**src/design/winograd_f4x4_3x3_input_transform_unit_macros.svh**
```systemverilog
// assertion macros for the winograd input transform unit
`ifndef WINOGRAD_F4X4_3X3_INPUT_TRANSFORM_UNIT_MACROS_SVH
`define WINOGRAD_F4X4_3X3_INPUT_TRANSFORM_UNIT_MACROS_SVH
`ifndef SYNTH
`define WFT_ASSERT_SAME(label, clk, rst, ante, cons) \
  label: assert property (@(posedge clk) disable iff (rst) (ante) |-> (cons)) \
    else $error("wft assertion failed");
`define WFT_ASSERT_NEXT(label, clk, rst, ante, cons) \
  label: assert property (@(posedge clk) disable iff (rst) (ante) |=> (cons)) \
    else $error("wft assertion failed");
`else
`define WFT_ASSERT_SAME(label, clk, rst, ante, cons)
`define WFT_ASSERT_NEXT(label, clk, rst, ante, cons)
`endif
`endif

```
**src/design/wft_pkg.sv**
```systemverilog
// shared types, widths and transform coefficients of the winograd input transform
package wft_pkg;

  localparam int TILE     = 6;
  localparam int IDX_W    = 3;
  localparam int SAMPLE_W = 16;
  localparam int PART_W   = 20;
  localparam int OUT_W    = 24;
  localparam int KFRAC    = 14;
  localparam int COEF_W   = 18;
  localparam int PROD_W   = PART_W + COEF_W;
  localparam int ACC_W    = PROD_W + 2;

  // b^t coefficients in q4.14
  localparam int K_ZERO = 0;
  localparam int K_ONE  = 16384;
  localparam int K_M52  = -40960;
  localparam int K_M2   = -32768;
  localparam int K_MH   = -8192;
  localparam int K_S2   = 23170;
  localparam int K_S2H  = 11585;

  localparam logic [IDX_W-1:0] LAST_IDX = IDX_W'(TILE - 1);

  typedef logic [0:TILE-1][COEF_W-1:0]  coef_row_t;
  typedef logic [TILE-1:0][PART_W-1:0]  part_row_t;
  typedef logic [TILE-1:0][ACC_W-1:0]   acc_row_t;
  typedef logic [TILE-1:0][OUT_W-1:0]   out_row_t;

  // one row of the table per output lane
  localparam coef_row_t BT_COEF [TILE] = '{
    '{COEF_W'(K_ONE),  COEF_W'(K_ZERO), COEF_W'(K_M52), COEF_W'(K_ZERO),
      COEF_W'(K_ONE),  COEF_W'(K_ZERO)},
    '{COEF_W'(K_ZERO), COEF_W'(-K_S2),  COEF_W'(K_M2),  COEF_W'(K_S2H),
      COEF_W'(K_ONE),  COEF_W'(K_ZERO)},
    '{COEF_W'(K_ZERO), COEF_W'(K_S2),   COEF_W'(K_M2),  COEF_W'(-K_S2H),
      COEF_W'(K_ONE),  COEF_W'(K_ZERO)},
    '{COEF_W'(K_ZERO), COEF_W'(-K_S2H), COEF_W'(K_MH),  COEF_W'(K_S2),
      COEF_W'(K_ONE),  COEF_W'(K_ZERO)},
    '{COEF_W'(K_ZERO), COEF_W'(K_S2H),  COEF_W'(K_MH),  COEF_W'(-K_S2),
      COEF_W'(K_ONE),  COEF_W'(K_ZERO)},
    '{COEF_W'(K_ZERO), COEF_W'(K_ONE),  COEF_W'(K_ZERO), COEF_W'(K_M52),
      COEF_W'(K_ZERO), COEF_W'(K_ONE)}
  };

  typedef struct packed {
    logic signed [SAMPLE_W-1:0] col_s0;
    logic signed [SAMPLE_W-1:0] col_s1;
    logic signed [SAMPLE_W-1:0] col_s2;
    logic signed [SAMPLE_W-1:0] col_s3;
    logic signed [SAMPLE_W-1:0] col_s4;
    logic signed [SAMPLE_W-1:0] col_s5;
  } col_beat_t;

  typedef struct packed {
    logic [IDX_W-1:0]        row_index;
    logic signed [OUT_W-1:0] out_v0;
    logic signed [OUT_W-1:0] out_v1;
    logic signed [OUT_W-1:0] out_v2;
    logic signed [OUT_W-1:0] out_v3;
    logic signed [OUT_W-1:0] out_v4;
    logic signed [OUT_W-1:0] out_v5;
    logic                    tile_done;
  } row_beat_t;

endpackage

```
**src/design/winograd_f4x4_3x3_input_transform_unit.sv**
```systemverilog
// Winograd F(4x4,3x3) input transform V = B^T d B: takes one 6x6 tile as six column beats
// and returns six row beats, the last with tile_done set. Six lanes (one per output point)
// compute each six-point transform combinationally and are shared by the column pass and the
// row pass, followed by a round-and-clip merge stage. Columns are taken one per cycle while
// col_stall is low; after the sixth column the unit waits in ST_WAIT while it lands in the
// store, then the six rows issue one per cycle while row_stall allows, with columns stalled.
// An issued row passes through the s1 register and the merge into the output register, which
// holds a row until it is taken, and a new tile's columns may enter while the last row waits there.
`include "winograd_f4x4_3x3_input_transform_unit_macros.svh"
module winograd_f4x4_3x3_input_transform_unit import wft_pkg::*; (
  input  logic      clk,
  input  logic      rst,
  input  logic      col_valid,
  output logic      col_stall,
  input  col_beat_t col_beat,
  output logic      row_valid,
  input  logic      row_stall,
  output row_beat_t row_beat
);

  typedef enum logic [1:0] {ST_COLLECT, ST_WAIT, ST_ROWS} state_t;

  typedef struct packed {
    logic             valid;
    logic             is_col;
    logic [IDX_W-1:0] idx;
  } s1_ctl_t;

  state_t           state;
  logic [IDX_W-1:0] col_cnt;
  logic [IDX_W-1:0] row_cnt;
  s1_ctl_t          s1_ctl;
  acc_row_t         s1_sum;
  part_row_t        partial_tile [TILE];

  part_row_t col_x;
  part_row_t lane_x;
  acc_row_t  lane_sum;
  part_row_t mrg_part;
  out_row_t  mrg_out;

  logic out_load;
  logic s1_go;
  logic s1_free;
  logic col_acc;
  logic row_issue;

  assign col_x[0] = {{(PART_W-SAMPLE_W){col_beat.col_s0[SAMPLE_W-1]}}, col_beat.col_s0};
  assign col_x[1] = {{(PART_W-SAMPLE_W){col_beat.col_s1[SAMPLE_W-1]}}, col_beat.col_s1};
  assign col_x[2] = {{(PART_W-SAMPLE_W){col_beat.col_s2[SAMPLE_W-1]}}, col_beat.col_s2};
  assign col_x[3] = {{(PART_W-SAMPLE_W){col_beat.col_s3[SAMPLE_W-1]}}, col_beat.col_s3};
  assign col_x[4] = {{(PART_W-SAMPLE_W){col_beat.col_s4[SAMPLE_W-1]}}, col_beat.col_s4};
  assign col_x[5] = {{(PART_W-SAMPLE_W){col_beat.col_s5[SAMPLE_W-1]}}, col_beat.col_s5};

  // lanes see the incoming column while collecting, else one stored row
  assign lane_x = (state == ST_COLLECT) ? col_x : partial_tile[row_cnt];

  for (genvar g = 0; g < TILE; g++) begin : g_lane
    wft_lane u_lane (
      .coef (BT_COEF[g]),
      .x    (lane_x),
      .sum  (lane_sum[g])
    );
  end

  wft_merge u_merge (
    .sums (s1_sum),
    .part (mrg_part),
    .vout (mrg_out)
  );

  assign out_load  = !row_valid || !row_stall;
  // a column result always drains into the store, a row needs the output register
  assign s1_go     = s1_ctl.is_col || out_load;
  assign s1_free   = !s1_ctl.valid || s1_go;
  assign col_stall = !((state == ST_COLLECT) && s1_free);
  assign col_acc   = col_valid && !col_stall;
  assign row_issue = (state == ST_ROWS) && s1_free;

  always_ff @(posedge clk) begin
    if (rst) begin
      state     <= ST_COLLECT;
      col_cnt   <= '0;
      row_cnt   <= '0;
      s1_ctl    <= '0;
      row_valid <= 1'b0;
    end else begin
      unique case (state)
        ST_COLLECT: begin
          if (col_acc) begin
            if (col_cnt == LAST_IDX) begin
              col_cnt <= '0;
              state   <= ST_WAIT;
            end else begin
              col_cnt <= col_cnt + IDX_W'(1);
            end
          end
        end
        ST_WAIT: begin
          row_cnt <= '0;
          state   <= ST_ROWS;
        end
        ST_ROWS: begin
          if (row_issue) begin
            if (row_cnt == LAST_IDX) begin
              row_cnt <= '0;
              state   <= ST_COLLECT;
            end else begin
              row_cnt <= row_cnt + IDX_W'(1);
            end
          end
        end
        default: state <= ST_COLLECT;
      endcase

      if (col_acc) begin
        s1_ctl <= '{valid: 1'b1, is_col: 1'b1, idx: col_cnt};
      end else if (row_issue) begin
        s1_ctl <= '{valid: 1'b1, is_col: 1'b0, idx: row_cnt};
      end else if (s1_go) begin
        s1_ctl.valid <= 1'b0;
      end

      if (out_load) begin
        row_valid <= s1_ctl.valid && !s1_ctl.is_col;
      end
    end
  end

  always_ff @(posedge clk) begin
    if (col_acc || row_issue) begin
      s1_sum <= lane_sum;
    end
    if (out_load && s1_ctl.valid && !s1_ctl.is_col) begin
      row_beat.row_index <= s1_ctl.idx;
      row_beat.out_v0    <= mrg_out[0];
      row_beat.out_v1    <= mrg_out[1];
      row_beat.out_v2    <= mrg_out[2];
      row_beat.out_v3    <= mrg_out[3];
      row_beat.out_v4    <= mrg_out[4];
      row_beat.out_v5    <= mrg_out[5];
      row_beat.tile_done <= (s1_ctl.idx == LAST_IDX);
    end
  end

  // column pass results land in the store, one column a beat
  always_ff @(posedge clk) begin
    if (s1_ctl.valid && s1_ctl.is_col) begin
      for (int k = 0; k < TILE; k++) begin
        partial_tile[k][s1_ctl.idx] <= mrg_part[k];
      end
    end
  end

  `WFT_ASSERT_NEXT(a_no_col_after_last, clk, rst, col_acc && (col_cnt == LAST_IDX), col_stall)
  `WFT_ASSERT_SAME(a_no_store_write_in_rows, clk, rst, s1_ctl.valid && s1_ctl.is_col, state != ST_ROWS)
  `WFT_ASSERT_NEXT(a_wait_one_cycle, clk, rst, state == ST_WAIT, (state == ST_ROWS) && !s1_ctl.valid)

endmodule

```
**src/design/wft_lane.sv**
```systemverilog
// one transform lane: exact q14 dot product of a six-point vector with one coefficient row
module wft_lane import wft_pkg::*; (
  input  coef_row_t               coef,
  input  part_row_t               x,
  output logic signed [ACC_W-1:0] sum
);

  logic signed [COEF_W-1:0] cf;
  logic signed [PART_W-1:0] xk;
  logic signed [PROD_W-1:0] prod;

  always_comb begin
    sum  = '0;
    cf   = '0;
    xk   = '0;
    prod = '0;
    for (int k = 0; k < TILE; k++) begin
      cf   = $signed(coef[k]);
      xk   = $signed(x[k]);
      prod = cf * xk;
      sum  = sum + {{(ACC_W-PROD_W){prod[PROD_W-1]}}, prod};
    end
  end

endmodule

```
**src/design/wft_merge.sv**
```systemverilog
// merge stage: rounds the six lane sums half up and clips them to store and output widths
module wft_merge import wft_pkg::*; (
  input  acc_row_t  sums,
  output part_row_t part,
  output out_row_t  vout
);

  localparam logic signed [ACC_W-1:0] RND     = ACC_W'(1) <<< (KFRAC - 1);
  localparam logic signed [ACC_W-1:0] PART_HI =
    {{(ACC_W-PART_W+1){1'b0}}, {(PART_W-1){1'b1}}};
  localparam logic signed [ACC_W-1:0] PART_LO =
    {{(ACC_W-PART_W+1){1'b1}}, {(PART_W-1){1'b0}}};
  localparam logic signed [ACC_W-1:0] OUT_HI =
    {{(ACC_W-OUT_W+1){1'b0}}, {(OUT_W-1){1'b1}}};
  localparam logic signed [ACC_W-1:0] OUT_LO =
    {{(ACC_W-OUT_W+1){1'b1}}, {(OUT_W-1){1'b0}}};

  logic signed [ACC_W-1:0] rnd [TILE];

  always_comb begin
    for (int k = 0; k < TILE; k++) begin
      // arithmetic shift gives floor, matching round half up
      rnd[k] = ($signed(sums[k]) + RND) >>> KFRAC;
      if (rnd[k] > PART_HI) begin
        part[k] = PART_HI[PART_W-1:0];
      end else if (rnd[k] < PART_LO) begin
        part[k] = PART_LO[PART_W-1:0];
      end else begin
        part[k] = rnd[k][PART_W-1:0];
      end
      if (rnd[k] > OUT_HI) begin
        vout[k] = OUT_HI[OUT_W-1:0];
      end else if (rnd[k] < OUT_LO) begin
        vout[k] = OUT_LO[OUT_W-1:0];
      end else begin
        vout[k] = rnd[k][OUT_W-1:0];
      end
    end
  end

endmodule
```
**config.mk**
```make
export PLATFORM = sky130hd
export DESIGN_NAME = winograd_f4x4_3x3_input_transform_unit
export DESIGN_NICKNAME = d
export VERILOG_FILES = /design/src/design/wft_pkg.sv /design/src/design/winograd_f4x4_3x3_input_transform_unit.sv /design/src/design/wft_lane.sv /design/src/design/wft_merge.sv
export VERILOG_INCLUDE_DIRS = /design/src /design/src/design
export SDC_FILE = /design/constraint.sdc
export NUM_CORES = 2
export LEC_CHECK = 0
export BUFFER_PORTS_ARGS = -buffer_cell sky130_fd_sc_hd__buf_2
export CORE_MARGIN = 4
export CORE_UTILIZATION = 55
export CTS_BUF_LIST = sky130_fd_sc_hd__clkbuf_8
export DETAILED_ROUTE_END_ITERATION = 10
export GPL_TIMING_DRIVEN = 0
export PLACE_DENSITY = 0.74
export SLEW_MARGIN = 20
export SYNTH_ARGS = -nofsm -noshare
export SYNTH_HDL_FRONTEND = slang
export SYNTH_SLANG_ARGS = --single-unit
export TNS_END_PERCENT = 10
```
**constraint.sdc**
```tcl
create_clock -name clk -period 37.2 [get_ports clk]
set_clock_uncertainty 0.1 [all_clocks]
set_input_delay 3.72 -clock clk [delete_from_list [all_inputs] [get_ports clk]]
set_output_delay 3.72 -clock clk [all_outputs]
set_load 0.005 [all_outputs]
```
==> metrics.txt <==
count of final setup violators=0; depth of the CTS H-tree=4; Filler Cells Inserted=about 13000; drt pass-1 iters=6; FF-to-FF path depth=49; Total GRT Usage=35.4%; core footprint=159000 um^2; Worst EP arrival=approximately 18000 ps; post-synthesis sequential area ratio=35.6%; CTS Hold Bufs=0; Nets=10100; period utilization=46.8%; vias in the first global route=around 62000; synth top area cells=edfxtp_1, ha_1, fa_1; critical path launch point type=flop; post-synth top area share=35.2%; RSZ-0062 raised after global routing=no; total CTS buffers=164; Die Area=166000 um^2; Synth Flop Type=edfxtp_1; Area Overhead vs Synth=9.63%; Residual DRC=0; Simple-Gate Fraction of Synth Area=7.76%; post-DP HPWL=250000 um; # clock sinks=1047; Netlist cell types=95; most area-hungry cell type in the Yosys netlist=edfxtp_1; Die H=408 um; Synth Area in Compound Gates=10.3%; Top Layer Used=met5; Mapped Area=87900 um^2; flop and latch count out of synthesis=1047; critical path data required time=between 30000 and 40000 ps; Pins Over Slew Limit=0; MaxCap Viol Count=0; Hold Vio Cnt, Final=0; Multi-input gate area=52500 um^2; TritonCTS clock tree=built; critical path's slowest cell=a21oi_1; 1st-iter DRT viols=slightly above 8000; Routed Wire Length=298000 um; met3 wire length=31600 um; combinational family with the most area after synthesis=adder cells; antenna-violating nets left=0; minimum clock period=17410 ps; setup TNS=0 ps; first-pass GRT wire length=between 400000 and 500000 um; Critical Path Max Stage Delay=1040 ps; Slew headroom=11.3%; worst-margin pin slew=1330 ps; Register Area=~31000 um^2; met2 wire len=132000 um; Vias/cell=between 6 and 7; Post-Synthesis Cells=about 7700; Peak Freq=0.0574 GHz; synth warn=0; WHS Path Cells=2; hold crit path type=flop to flop; via count=64000; Worst-path clk slew=60 ps; wire per inst=~29 um; Starting Density=between 50% and 60%; share of layout cells above drive strength 1=9.98%; Post-CTS Resized=0; CTS Buffer Depth=3; root buf cell=clkbuf_8; outcome=finished, final reports clean; I/O Buffers=249; wire length on met1=about 120000 um; Rows=about 150; Clk Latency, worst-skew pair=910 ps; number of antenna violations at the first check in global routing=25; post-CTS setup buffer count=0; xor/xnor share of the synthesized area=6.06%; largest fanout on the critical path=12; RD Place Congestion=1.04; largest net degree at the start of global routing=109; Worst Setup End Kind=flop; Die Wd=a little over 400 um; grt total ovfl=0; Syn Area/Cell=11.4 um^2; multiplexer share of the synthesized area=4.81%; EDFF count, synth=1030; Synth async-reset ratio=0%; Post-Synth Adder-Cell Area=30.4%; Ports=250; WS Path Type=flop to flop
## worst paths after layout
check	start	to	slack, ps
worst min-delay path	col_cnt[2]$_SDFFE_PP0P_	col_cnt[2]$_SDFFE_PP0P_	390
worst min register to register	col_cnt[2]$_SDFFE_PP0P_	col_cnt[2]$_SDFFE_PP0P_	390
worst max-delay path	state[0]$_SDFFE_PP0P_	s1_sum[78]$_DFFE_PP_	19790
worst max register to register	state[0]$_SDFFE_PP0P_	s1_sum[78]$_DFFE_PP_	19790
## cells in the final DEF, fill, tap and decap left out, types with 17 or more instances in the layout
master / synthesis / final
ha_1: 1086 / 1086
inv_1: 1009 / 1055
edfxtp_1: 1030 / 1030
fa_1: 656 / 656
nor2_1: 422 / 418
o21ai_0: 479 / 400
xnor2_1: 406 / 395
nand2_1: 364 / 364
a21oi_1: 392 / 360
buf_2: 22 / 272
xor2_1: 202 / 202
clkbuf_8: 0 / 166
nand3_1: 141 / 141
a21o_1: 125 / 125
mux2i_1: 127 / 124
mux4_2: 120 / 120
clkbuf_1: 111 / 111
o21a_1: 102 / 102
nor3_1: 105 / 101
a211oi_1: 93 / 93
o21ai_1: 5 / 82
nor2b_1: 74 / 74
nand2b_1: 69 / 69
and3_1: 64 / 64
nand4_1: 48 / 48
buf_4: 9 / 46
o21bai_1: 41 / 41
and2_1: 38 / 38
clkinv_1: 0 / 35
a31oi_1: 33 / 33
a21oi_2: 0 / 30
or3_1: 29 / 29
or2_2: 21 / 21
mux2_2: 21 / 21
a21boi_0: 20 / 20
and4_1: 17 / 17
dfxtp_1: 17 / 17
clkinv_2: 0 / 17
## cell type report
cell class / count / share of cell area (%)
Sequential cell: 1047 / 32.4
Tap cell: 2072 / 2.69
Inverter: 1009 / 3.94
Clock inverter: 126 / 0.896
Multi-Input combinational cell: 5521 / 54.5
Timing Repair Buffer: 329 / 2.46
Buffer: 160 / 0.719
Clock buffer: 166 / 2.37
Antenna cell: 9 / 0.0234
## cell usage after synthesis (48+ instances only)
master / instances
a21o_1: 125
nand4_1: 48
edfxtp_1: 1030
nand3_1: 141
inv_1: 1009
nand2_1: 364
nor2_1: 422
fa_1: 656
o21ai_0: 479
xor2_1: 202
nor2b_1: 74
clkbuf_1: 111
and3_1: 64
xnor2_1: 406
a211oi_1: 93
mux2i_1: 127
mux4_2: 120
a21oi_1: 392
ha_1: 1086
o21a_1: 102
nor3_1: 105
nand2b_1: 69
## per-stage QoR
step / instance area, um^2 / worst slack (ps) / std cells / hold slack, ps / utilization [%]
after global placement: 91700 / 19570 / 10100 / 373 / 57.9
after global routing: 96400 / 19510 / 10400 / 416 / 60.8
after CTS: 96300 / 20300 / 10400 / 388 / 60.8
final: 96400 / 19790 / 10400 / 391 / 60.8
after floorplan: 87900 / 22960 / 7737 / 348 / -
after detailed placement: 93200 / 20340 / 10100 / 376 / 58.8
## metal layers
layer	track usage (%)	vias up
met5	0	-
met4	18.7	4
met3	7.83	598
met2	54.4	3478
met1	47.4	31600
li1	-	28300
## worst max-delay path, delay by kind of cell (launching register included)
family / cells / cell delay, ps
AO/OA/AOI/OAI: 20 / 5470
flip-flops: 1 / 380
buffers and inverters: 12 / 4870
adder cells (fa/ha/maj): 10 / 4610
XOR/XNOR: 2 / 680
AND/OR/NAND/NOR: 5 / 980
## state kept, by name (all words and copies together), names as in the netlist, named ones only
| signal | flops |
|---|---|
| partial_tile | 720 |
| s1_sum | 162 |
| row_beat | 148 |
| s1_ctl | 5 |
| col_cnt | 3 |
| row_cnt | 3 |
| state | 2 |
| row_valid | 1 |
## cells by family (layout without fill, tap and decap cells)
family | count (synthesis) | in the layout
AOI/OAI and AO/OA | 1463 | 1463
buffers and inverters | 1169 | 1790
DFF | 1047 | 1047
muxes | 269 | 269
adders and majority gates | 1744 | 1744
other | 2 | 12
and+or+nand+nor | 1434 | 1434
xor gates and xnor gates | 608 | 608
Power is left out: the tool's default activity adds up to more than one toggle a clock period on the data nets, which glitch-free logic cannot reach.
